===== src/design/sdsel_pkg.sv =====
// Shared constants and pipeline item type for the dispatch select unit.
`timescale 1ns / 1ps

package sdsel_pkg;

  localparam int SLOTS    = 4;
  localparam int SCHEDS   = 4;
  localparam int SCHED_W  = 2;
  localparam int CNT_W    = 3;
  localparam int TYPE_W   = 4;
  localparam int TYPE_CNT = 16;
  localparam int FREE_W   = 4;
  localparam int ENQ_W    = 3;
  localparam int PORT_W   = 3;

  localparam int IN_DATA_W  = 80;
  localparam int OUT_DATA_W = 24;
  localparam int CFG_IDX_W  = 4;
  localparam int CFG_DATA_W = 64;

  localparam logic [CFG_IDX_W-1:0] CFG_ALL_OR_NOTHING = 4'd0;
  localparam logic [CFG_IDX_W-1:0] CFG_SCHED_COUNT    = 4'd1;
  localparam logic [CFG_IDX_W-1:0] CFG_SUPPORT_MAP    = 4'd2;
  localparam logic [CFG_IDX_W-1:0] CFG_ENQ_WIDTHS     = 4'd3;
  localparam logic [CFG_IDX_W-1:0] CFG_ALU_TYPE       = 4'd4;
  localparam logic [CFG_IDX_W-1:0] CFG_CSR_TYPE       = 4'd5;
  localparam logic [CFG_IDX_W-1:0] CFG_FENCE_SUBOP    = 4'd6;
  localparam logic [CFG_IDX_W-1:0] CFG_MRET_SUBOP     = 4'd7;

  // One packet as it travels down the slot walk.
  typedef struct packed {
    logic                               pv;
    logic                               idle;
    logic [CNT_W-1:0]                   nslots;
    logic [CNT_W-1:0]                   rob;
    logic [CNT_W-1:0]                   lsq;
    logic [SLOTS-1:0]                   live;
    logic [SLOTS-1:0]                   exc;
    logic [SLOTS-1:0]                   nop;
    logic [SLOTS-1:0]                   direct;
    logic [SLOTS-1:0]                   cf;
    logic [SLOTS-1:0][SCHEDS-1:0]       cand;
    logic [SCHEDS-1:0][PORT_W-1:0]      ports;
    logic [CNT_W-1:0]                   walk;
    logic                               stop;
    logic [SLOTS-1:0][SCHED_W-1:0]      chosen;
  } walk_item_t;

endpackage


===== src/design/superscalar_dispatch_select_unit.sv =====
// Dispatch select unit: decode, per-slot scheduler walk and result register.
`timescale 1ns / 1ps

// Takes one packet beat per clock unless a held output backs up to in_tready, and returns
// one result beat per packet, in order. A beat passes a decode stage, one stage per slot
// (slot k claims a scheduler port against the port counts left by slots before it) and
// the result register. Throughput is one packet per cycle while the output is not held,
// set by the slot walk pipeline; a held output only stalls stages that are full, so
// bubbles still fill. Configuration writes are taken at any time but must only be made
// while the unit is empty.
module superscalar_dispatch_select_unit
  import sdsel_pkg::*;
(
  input  logic                  clk,
  input  logic                  rst_n,
  input  logic                  in_tvalid,
  output logic                  in_tready,
  // packet_valid, reorder_idle, slot_count, exception_mask, type_codes, subop_codes,
  // dest_zero_mask, control_flow_mask, scheduler_busy_mask,
  // scheduler_free_entries, rob_grant_count, lsq_grant_count (low bit up)
  input  logic [IN_DATA_W-1:0]  in_tdata,
  output logic                  out_tvalid,
  input  logic                  out_tready,
  // stall_res, ack_valid, taken_count, direct_commit_mask, target_schedulers
  output logic [OUT_DATA_W-1:0] out_tdata,
  input  logic                  cfg_valid,
  output logic                  cfg_ready,
  input  logic [CFG_IDX_W-1:0]  cfg_index,
  input  logic [CFG_DATA_W-1:0] cfg_data
);

  localparam int STAGES = SLOTS + 1;

  // configuration
  logic                        aon_r;
  logic [CNT_W-1:0]            sched_cnt_r;
  logic [SCHEDS*TYPE_CNT-1:0]  support_r;
  logic [SCHEDS*ENQ_W-1:0]     enq_w_r;
  logic [TYPE_W-1:0]           alu_type_r;
  logic [TYPE_W-1:0]           csr_type_r;
  logic [TYPE_W-1:0]           fence_r;
  logic [TYPE_W-1:0]           mret_r;

  assign cfg_ready = 1'b1;

  always_ff @(posedge clk) begin
    if (!rst_n) begin
      aon_r       <= 1'b1;
      sched_cnt_r <= CNT_W'(4);
      support_r   <= '0;
      enq_w_r     <= '0;
      alu_type_r  <= '0;
      csr_type_r  <= '0;
      fence_r     <= '0;
      mret_r      <= '0;
    end else if (cfg_valid && cfg_ready) begin
      unique case (cfg_index)
        CFG_ALL_OR_NOTHING: aon_r       <= cfg_data[0];
        CFG_SCHED_COUNT:    sched_cnt_r <= cfg_data[CNT_W-1:0];
        CFG_SUPPORT_MAP:    support_r   <= cfg_data[SCHEDS*TYPE_CNT-1:0];
        CFG_ENQ_WIDTHS:     enq_w_r     <= cfg_data[SCHEDS*ENQ_W-1:0];
        CFG_ALU_TYPE:       alu_type_r  <= cfg_data[TYPE_W-1:0];
        CFG_CSR_TYPE:       csr_type_r  <= cfg_data[TYPE_W-1:0];
        CFG_FENCE_SUBOP:    fence_r     <= cfg_data[TYPE_W-1:0];
        CFG_MRET_SUBOP:     mret_r      <= cfg_data[TYPE_W-1:0];
        default: ;
      endcase
    end
  end

  // input beat fields
  logic                        f_pv;
  logic                        f_idle;
  logic [CNT_W-1:0]            f_slot_cnt;
  logic [SLOTS-1:0]            f_exc;
  logic [SLOTS*TYPE_W-1:0]     f_types;
  logic [SLOTS*TYPE_W-1:0]     f_subops;
  logic [SLOTS-1:0]            f_rdz;
  logic [SLOTS-1:0]            f_cf;
  logic [SCHEDS-1:0]           f_busy;
  logic [SCHEDS*FREE_W-1:0]    f_free;
  logic [CNT_W-1:0]            f_rob;
  logic [CNT_W-1:0]            f_lsq;

  assign f_pv       = in_tdata[0];
  assign f_idle     = in_tdata[1];
  assign f_slot_cnt = in_tdata[4:2];
  assign f_exc      = in_tdata[8:5];
  assign f_types    = in_tdata[24:9];
  assign f_subops   = in_tdata[40:25];
  assign f_rdz      = in_tdata[44:41];
  assign f_cf       = in_tdata[48:45];
  assign f_busy     = in_tdata[52:49];
  assign f_free     = in_tdata[68:53];
  assign f_rob      = in_tdata[71:69];
  assign f_lsq      = in_tdata[74:72];

  // pipeline
  walk_item_t        stg_r   [0:STAGES-1];
  walk_item_t        stg_nxt [0:STAGES-1];
  logic [STAGES-1:0] stg_vld_r;
  logic [STAGES:0]   en;
  logic              out_vld_r;
  logic [OUT_DATA_W-1:0] out_data_r;
  logic [OUT_DATA_W-1:0] out_data_nxt;

  // a stage loads when it is empty or its content moves on
  assign en[STAGES] = !out_vld_r || out_tready;
  genvar g;
  generate
    for (g = 0; g < STAGES; g++) begin : g_en
      assign en[g] = !stg_vld_r[g] || en[g+1];
    end
  endgenerate
  assign in_tready = en[0];

  // decode
  logic [CNT_W-1:0] nsched;
  walk_item_t       dec;

  assign nsched = (sched_cnt_r > CNT_W'(SCHEDS)) ? CNT_W'(SCHEDS) : sched_cnt_r;

  always_comb begin
    dec        = '0;
    dec.pv     = f_pv;
    dec.idle   = f_idle;
    dec.nslots = (f_slot_cnt > CNT_W'(SLOTS)) ? CNT_W'(SLOTS) : f_slot_cnt;
    dec.rob    = f_rob;
    dec.lsq    = f_lsq;
    for (int i = 0; i < SLOTS; i++) begin
      dec.live[i]   = CNT_W'(i) < dec.nslots;
      dec.exc[i]    = f_exc[i];
      dec.cf[i]     = f_cf[i];
      dec.nop[i]    = (f_types[i*TYPE_W +: TYPE_W] == alu_type_r) && f_rdz[i];
      dec.direct[i] = f_exc[i] || dec.nop[i] ||
                      ((f_types[i*TYPE_W +: TYPE_W] == csr_type_r) &&
                       ((f_subops[i*TYPE_W +: TYPE_W] == fence_r) ||
                        (f_subops[i*TYPE_W +: TYPE_W] == mret_r)));
      for (int s = 0; s < SCHEDS; s++) begin
        dec.cand[i][s] = support_r[s*TYPE_CNT + int'(f_types[i*TYPE_W +: TYPE_W])] &&
                         !f_busy[s] && (CNT_W'(s) < nsched);
      end
    end
    for (int s = 0; s < SCHEDS; s++) begin
      if (f_free[s*FREE_W +: FREE_W] < {1'b0, enq_w_r[s*ENQ_W +: ENQ_W]}) begin
        dec.ports[s] = f_free[s*FREE_W +: PORT_W];
      end else begin
        dec.ports[s] = enq_w_r[s*ENQ_W +: ENQ_W];
      end
    end
  end

  assign stg_nxt[0] = dec;

  // one stage per slot of the walk
  generate
    for (g = 0; g < SLOTS; g++) begin : g_slot
      walk_item_t          cur;
      walk_item_t          nxt;
      logic [SCHEDS-1:0]   avail;
      logic                found;
      logic [SCHED_W-1:0]  sel;

      assign cur = stg_r[g];

      always_comb begin
        for (int s = 0; s < SCHEDS; s++) begin
          avail[s] = cur.cand[g][s] && (cur.ports[s] != '0);
        end
        found = 1'b0;
        sel   = '0;
        for (int s = SCHEDS - 1; s >= 0; s--) begin
          if (avail[s]) begin
            found = 1'b1;
            sel   = SCHED_W'(s);
          end
        end
        nxt = cur;
        if (!cur.stop && cur.live[g]) begin
          priority if (cur.exc[g]) begin
            nxt.walk = cur.walk + CNT_W'(1);
            nxt.stop = 1'b1;
          end else if (cur.nop[g]) begin
            nxt.walk = cur.walk + CNT_W'(1);
          end else if (!found) begin
            nxt.stop = 1'b1;
          end else begin
            nxt.ports[sel] = cur.ports[sel] - PORT_W'(1);
            nxt.chosen[g]  = sel;
            nxt.walk       = cur.walk + CNT_W'(1);
            if (!aon_r && cur.cf[g]) begin
              nxt.stop = 1'b1;
            end
          end
        end
      end

      assign stg_nxt[g+1] = nxt;
    end
  endgenerate

  generate
    for (g = 0; g < STAGES; g++) begin : g_stage
      always_ff @(posedge clk) begin
        if (!rst_n) begin
          stg_vld_r[g] <= 1'b0;
        end else if (en[g]) begin
          stg_vld_r[g] <= (g == 0) ? in_tvalid : stg_vld_r[(g == 0) ? 0 : g - 1];
        end
      end

      always_ff @(posedge clk) begin
        if (en[g]) begin
          stg_r[g] <= stg_nxt[g];
        end
      end
    end
  endgenerate

  // grant limits and the result
  walk_item_t                  fin;
  logic [CNT_W-1:0]            taken;
  logic [CNT_W-1:0]            taken_lim;
  logic                        res_stall;
  logic                        res_ack;
  logic [CNT_W-1:0]            res_taken;
  logic [SLOTS-1:0]            res_commit;
  logic [SLOTS*SCHED_W-1:0]    res_targets;

  assign fin       = stg_r[STAGES-1];
  assign taken_lim = (fin.rob < fin.walk) ? fin.rob : fin.walk;
  assign taken     = (fin.lsq < taken_lim) ? fin.lsq : taken_lim;

  always_comb begin
    res_stall   = 1'b0;
    res_ack     = 1'b0;
    res_taken   = '0;
    res_commit  = '0;
    res_targets = '0;
    priority if (!fin.pv) begin
      res_stall = 1'b0;
    end else if (!fin.idle) begin
      res_stall = 1'b1;
    end else if (aon_r && (taken < fin.nslots)) begin
      res_stall = 1'b1;
    end else begin
      res_ack   = 1'b1;
      res_taken = taken;
      for (int i = 0; i < SLOTS; i++) begin
        if (CNT_W'(i) < taken) begin
          if (fin.direct[i]) begin
            res_commit[i] = 1'b1;
          end else begin
            res_targets[i*SCHED_W +: SCHED_W] = fin.chosen[i];
          end
        end
      end
    end
  end

  assign out_data_nxt = {7'b0, res_targets, res_commit, res_taken, res_ack, res_stall};

  always_ff @(posedge clk) begin
    if (!rst_n) begin
      out_vld_r <= 1'b0;
    end else if (en[STAGES]) begin
      out_vld_r <= stg_vld_r[STAGES-1];
    end
  end

  always_ff @(posedge clk) begin
    if (en[STAGES]) begin
      out_data_r <= out_data_nxt;
    end
  end

  assign out_tvalid = out_vld_r;
  assign out_tdata  = out_data_r;

  // checks on the result beat
  logic                     chk_stall;
  logic                     chk_ack;
  logic [CNT_W-1:0]         chk_taken;
  logic [SLOTS-1:0]         chk_commit;
  logic [SLOTS*SCHED_W-1:0] chk_targets;

  assign chk_stall   = out_data_r[0];
  assign chk_ack     = out_data_r[1];
  assign chk_taken   = out_data_r[4:2];
  assign chk_commit  = out_data_r[8:5];
  assign chk_targets = out_data_r[16:9];

  a_stall_ack_excl: assert property (@(posedge clk) disable iff (!rst_n)
    out_vld_r |-> !(chk_stall && chk_ack))
    else $error("stall and acknowledge raised together");

  a_taken_range: assert property (@(posedge clk) disable iff (!rst_n)
    out_vld_r |-> (chk_taken <= CNT_W'(SLOTS)))
    else $error("taken count beyond slot count");

  a_commit_in_taken: assert property (@(posedge clk) disable iff (!rst_n)
    out_vld_r |-> ((chk_commit >> chk_taken) == '0))
    else $error("direct commit flagged on an untaken slot");

  a_no_ack_empty: assert property (@(posedge clk) disable iff (!rst_n)
    (out_vld_r && !chk_ack) |-> (chk_taken == '0 && chk_commit == '0 && chk_targets == '0))
    else $error("payload present without acknowledge");

endmodule

===== config.mk =====
export PLATFORM = sky130hd
export DESIGN_NAME = superscalar_dispatch_select_unit
export DESIGN_NICKNAME = d
export VERILOG_FILES = /design/src/design/sdsel_pkg.sv /design/src/design/superscalar_dispatch_select_unit.sv
export SDC_FILE = /design/constraint.sdc
export NUM_CORES = 1
export LEC_CHECK = 0
export ABC_AREA = 1
export BUFFER_PORTS_ARGS = -buffer_cell sky130_fd_sc_hd__buf_2
export CAP_MARGIN = 20
export CELL_PAD_IN_SITES_DETAIL_PLACEMENT = 1
export CELL_PAD_IN_SITES_GLOBAL_PLACEMENT = 2
export CORE_MARGIN = 4
export CORE_UTILIZATION = 38
export CTS_BUF_LIST = sky130_fd_sc_hd__clkbuf_4 sky130_fd_sc_hd__clkbuf_8
export DETAILED_ROUTE_END_ITERATION = 7
export GPL_TIMING_DRIVEN = 0
export MAX_ROUTING_LAYER = met4
export PLACE_DENSITY = 0.83
export SLEW_MARGIN = 10
export SYNTH_ARGS = -nofsm -noshare
export SYNTH_HDL_FRONTEND = slang
export SYNTH_SLANG_ARGS = --single-unit

===== constraint.sdc =====
create_clock -name clk -period 7.05 [get_ports clk]
set_input_delay 0.3525 -clock clk [delete_from_list [all_inputs] [get_ports clk]]
set_output_delay 0.3525 -clock clk [all_outputs]
set_load 0.02 [all_outputs]

### Word-level counts from Yosys, hierarchy flattened

Memories as Yosys holds them, arrays and structs flattened.
Cells that the tools add are included.

* flip-flop bits (word level): 119
* bits in writable memories: 355
* bits of input ports: 153
* output and inout bits: 27
* logic and storage cells: 428
* memories kept: 1

* add/sub/neg operators: 20
* order comparisons: 45
* eq/ne operators: 23
* muxes and demuxes: 171
* bitwise logic cells: 6
* reductions and logical operators: 137

Memory list
* stg_r: depth 5, bits a word 71, read ports 5, clocked after memory_dff 0, wr ports 5, line superscalar_dispatch_select_unit.sv:99 `walk_item_t stg_r [0:STAGES-1];`

Operators with widths (count)
* $mux W12: 8
* $bmux W1 S6: 12
* $mux W1: 72
* $logic_and A1 B1 Y1: 69
* $eq A4 B4 Y1: 16
* $mux W3: 21
* $mux W15: 4
* $mux W2: 30
* $add A6 B4 Y7 const A: 8
* $lt A7 B7 Y1 const B: 8
* $bwmux W12: 4
* $mux W16: 3
* $reduce_bool A3 Y1: 16
* $lt A4 B7 Y1 const B: 4
* $lt A6 B7 Y1 const B: 4
* $add A5 B4 Y6 const A: 4
* $bmux W3 S2: 4
* $demux W3 S2: 4
* $reduce_or A5 Y1: 4
* $logic_or A1 B1 Y1: 18
* $lt A1 B3 Y1 const A: 6
* $lt A2 B3 Y1 const A: 6
* $mux W18: 1
* $reduce_and A2 Y1: 9
* 17 further kinds: 67

### Logic depth before layout (Yosys ltp)

An unclocked memory read counts as a cell.

* depth in word-level cells: 16
* gate-level depth with buffers: 23
* depth with buffers taken out: 23

### Least setup slack after synthesis

No wires, ideal clock.

* kind: register to register
* from: register out_vld_r (netlist: out_tvalid)
* to: memory stg_r[0][12] in the netlist's numbering (enable)
* setup time: 0.423 ns
* arrival: 5.154 ns
* required time: 6.627 ns
* setup slack: 1.473 ns
* stages on the path, launching flop included: 12
* buffers on the path: 0
* clock period less this slack: 5.577 ns
* path through: dfxtp_1 > inv_1 > nor2_1 > inv_1 > nor2_1 > inv_1 > nor2_1 > inv_1 > nor2_1 > inv_1 > nor2_1 > nand2_1

RTL lines
* start, declared: line superscalar_dispatch_select_unit.sv:103 `logic out_vld_r;`
* start signal, assigned: line superscalar_dispatch_select_unit.sv:267 `out_vld_r <= stg_vld_r[STAGES-1];`
* end, declared: line superscalar_dispatch_select_unit.sv:99

### Worst setup path in the final report

* from: register out_vld_r (netlist: out_tvalid)
* to: output in_tready

* word-level cells in the longest chain between the ends: 7

RTL lines
* $logic_not A1 Y1: line superscalar_dispatch_select_unit.sv:108 `assign en[STAGES] = !out_vld_r || out_tready;`
* $logic_or A1 B1 Y1: line superscalar_dispatch_select_unit.sv:108
* net en[5]: line superscalar_dispatch_select_unit.sv:102 `logic [STAGES:0] en;`
* $logic_or A1 B1 Y1: line superscalar_dispatch_select_unit.sv:112 `assign en[g] = !stg_vld_r[g] || en[g+1];`
* net en[4]: line superscalar_dispatch_select_unit.sv:102
* $logic_or A1 B1 Y1: line superscalar_dispatch_select_unit.sv:112
* net en[3]: line superscalar_dispatch_select_unit.sv:102
* $logic_or A1 B1 Y1: line superscalar_dispatch_select_unit.sv:112
* net en[2]: line superscalar_dispatch_select_unit.sv:102
* $logic_or A1 B1 Y1 (2 in a row): line superscalar_dispatch_select_unit.sv:112
* end, declared: line superscalar_dispatch_select_unit.sv:17 `output logic in_tready,`

The timed path passes the listed nets, and every way through them passes these cells.

==> metrics.csv <==
stage,metric,value,unit
run_status,outcome,completed,
die,die_area,47070,um2
timing,hold_viol,0,
critical_path,arrival,4.25,ns
finish,design_area,20240,um2
cts,clkLatencyLatePin,0.66,ns
synthesis,yosysSeqAreaShare,56.47,%
critical_path,crit_path_start,out_tvalid$_SDFFE_PN0P_,
synthesis,yosysUniqueCellTypes,57,
power_and_ir_drop,power.density,240.6,nW/um2
grt,gr-total-overflow,0,
power_and_ir_drop,sw_frac_of_total,26.93,%
placed_design,placed_cell_area,18220,um2
synthesis,synth_ff_type,edfxtp_1,
critical_path,critPathSlowestCell,inv_1,
grt,grt_use_met3,3.826,%
placed_design,dp.cells,2512,
drt,vias,14180,
die,start_util,38.52,%
grt,grt.met2_usage,45.08,%
critical_path,cp_slowest_stage_delay,0.77,ns
power_and_ir_drop,comb_power_share,12.6,%
cts,clk_pin_slew,0.06,ns
grt,antenna_found_initial,2,
drt,wl_per_cell,22.14,um
critical_path,cpMostUsedCell,nor2_1,
critical_path,r2r-end,stg_r[0][22]$_DFFE_PP_,
timing,max-slew-margin-rel,31.73,%
die,core_area,43080,um2
cts,cts_tree,done,
critical_path,cp_num_buf_inv,7,
finish,fin_nets,2241,
hold_path,hold_path_class,input port to flop,
die,num_io_pins,180,
synthesis,synth_edf_count,244,
power_and_ir_drop,p_sw,1312,uW
finish,layout-drive-gt1-share,17.86,%
synthesis,netlist_instances,1758,
synthesis,synth.avg_cell_area,9.437,um2
synthesis,synth_seq_cells,346,
power_and_ir_drop,p_int,3558,uW
drt,routed_wl,59740,um
critical_path,cp_max_fo,38,
synthesis,ys_async_sr_fraction,0,%
placed_design,io_buffers,159,
power_and_ir_drop,vdd_drop_max,0.1599,mV
power_and_ir_drop,p_leak,0.008339,uW
job,maxCapViolCount,0,
power_and_ir_drop,seq_power_share,48.4,%
timing,rsz0062_at_grt,no,
cts,cts_buffer_depth,3,
hold_path,hold_depth,3,
cts,cts.sink_count,346,
grt,grt_usage,25.99,%
timing,setup_viol,0,
cts,cts_max_level,2,
timing,fmax,0.2175,GHz
timing,skew,0.02131,ns
critical_path,cp_cell_sequence,inv_1 -> nor2_1 -> inv_1 -> nor2_1 -> inv_1 -> nor2_1 -> inv_2 -> buf_12 -> nor2_1 -> inv_2 -> nor2_1 -> nand2_2 -> buf_2,
grt,met1_usage,30.08,%
critical_path,cp-end-kind,output pin,
drt,via_per_inst,5.256,
critical_path,critPathKind,flop to output pin,
timing,layout_worst_path_cycle_share,65.23,%
critical_path,crit_required,6.70,ns
grt,gr-max-usage-layer,met2,
cts,cts-buffers-inserted,58,
grt,grt_max_degree,42,
synthesis,syn_area,16590,um2
critical_path,crit_family,buffers and inverters,
critical_path,timing.rr.start,out_tvalid$_SDFFE_PN0P_,
placed_design,place_congestion,0.9736,
cts,root_buffer,clkbuf_8,
finish,area_delta_synth_final,22.00,%
die,die_h,217.0,um
placed_design,dp_hpwl,43410,um
drt,drt_iter0_markers,913,
die,num_rows,76,
critical_path,reg2regPathDepth,13,
cts,post_cts_resized,0,
power_and_ir_drop,p_clk_share,39.1,%
hold_path,whs_endpoint,support_r[43]$_SDFFE_PN0P_,
timing,drv_slew,0,
synthesis,ys_warn_count,0,
grt,grt_pass1_wl,90600,um
critical_path,r2r_slack,3.10,ns
critical_path,startpoint_type,flop,
grt,grt_pass1_vias,15100,
hold_path,hp-start,cfg_data[43],
timing,fin_crit,4.599,ns
timing,tightestPinTransition,1.023,ns
die,die_x,217.0,um
finish,layout.cells.non_filler,2698,
drt,drc_errors,0,
drt,antenna_left,0,
drt,dr.pass1.iters,5,
[per-stage QoR]
stage / utilization (%) / setup WS, ns / power [uW] / hold slack, ns / setup TNS [ns]
floorplan: - / 1.473 / 2722 / 0.4003 / 0
CTS: 46.98 / 2.326 / 4904 / 0.0008952 / 0
finish: 46.99 / 2.451 / 4870 / 0.06561 / 0
global route: 46.99 / 1.943 / 5102 / 0.02521 / 0
detailed placement: 42.31 / 2.963 / 2967 / 0.4061 / 0
global placement: 42.11 / -0.2480 / 2941 / 0.4015 / -0.2480
[area by class of cell]
class	count	area (um2)
well taps	585	732.0
repair buffers	242	1667
clock buffers	73	923.4
clock inverters	32	297.8
plain buffers	92	410.4
flip-flops and latches	346	9369
diodes	2	5.005
fillers	5011	22840
multi-input cells	1142	6145
inverters	184	691.9
[power by group through the flow]
stage	Clock, uW	Sequential (uW)	Combinational, uW
2_1_floorplan	0	2370	350
3_3_place_gp	0	2390	551
3_5_place_dp	0	2400	569
4_1_cts	1940	2360	606
5_1_grt	2060	2370	674
6_report	1900	2360	612
[worst min-delay path, cell delays in order]
cell,delay [ns]
buf_2,0.07
o21ai_0,0.11
a21oi_1,0.14
[Yosys cell counts (4+ instances only)]
cell type / number / share of area (%)
a211oi_1: 10 / 0.45
a21boi_0: 14 / 0.63
a21oi_1: 145 / 4.4
a21oi_2: 5 / 0.26
a221oi_1: 4 / 0.21
buf_2: 27 / 0.81
buf_4: 8 / 0.36
clkbuf_1: 53 / 1.2
dfxtp_1: 102 / 12
edfxtp_1: 244 / 44
ha_1: 22 / 1.7
inv_1: 167 / 3.8
inv_2: 13 / 0.29
nand2_1: 139 / 3.1
nand2_2: 21 / 0.79
nand3_1: 52 / 1.6
nand3b_1: 6 / 0.27
nand4_1: 15 / 0.57
nor2_1: 248 / 5.6
nor2_2: 12 / 0.45
nor3_2: 4 / 0.24
o211ai_1: 26 / 1.2
o21ai_0: 273 / 8.2
o21ai_1: 17 / 0.51
o22ai_1: 20 / 0.75
o31ai_1: 6 / 0.27
o31ai_4: 5 / 0.64
o41ai_1: 4 / 0.21
xnor2_1: 31 / 1.6
xor2_1: 24 / 1.3
[cell families (layout without fill, tap and decap cells)]
group	Yosys count	in the layout	synth area share, %
and+or+nand+nor	515	515	13.68
adders and majority gates	22	22	1.659
other	2	10	0.04527
DFF	346	346	56.47
muxes	2	2	0.1357
AOI/OAI and AO/OA	540	540	18.46
xor gates and xnor gates	55	55	2.903
buffers and inverters	276	623	6.644
[flip-flops by register name, indices dropped and copies added (netlist names), 3 cells and up]
signal / flops
alu_type_r: 4
csr_type_r: 4
enq_w_r: 12
fence_r: 4
mret_r: 4
out_tdata: 17
sched_cnt_r: 3
stg_r: 227
stg_vld_r: 5
support_r: 64
[how the worst max path moves through the flow]
stage	endpoint	depth (start not counted)	slack, ns
after CTS	in_tready	13	2.33
after floorplan	stg_r[0][12]$_DFFE_PP_	11	1.47
after global routing	in_tready	13	1.94
final	in_tready	13	2.45
after detailed placement	stg_r[0][18]$_DFFE_PP_	13	2.96
after global placement	in_tready	12	-0.25
[layout by cell type (no fill, tap or decap), types with 22 or more instances in the layout]
cell type      count
o21ai_0          273
nor2_1           248
edfxtp_1         244
buf_2            186
inv_1            164
a21oi_1          145
nand2_1          138
dfxtp_1          102
dlygate4sd3_1     79
clkbuf_8          60
clkbuf_1          53
nand3_1           52
xnor2_1           31
o211ai_1          26
xor2_1            24
nand2_2           22
ha_1              22
[routing by layer]
layer / vias up / routed length, um
li1: 6704 / -
met1: 6886 / 23700
met2: 442 / 30320
met3: 149 / 2906
met4: 0 / 2810
met5: - / 0
[timing repair]
item,in CTS,in global routing
buffers inserted,0,0
endpoints found under the hold margin,88,0
hold buffers,79,0
Note: power is estimated with default switching activity, not from simulation.
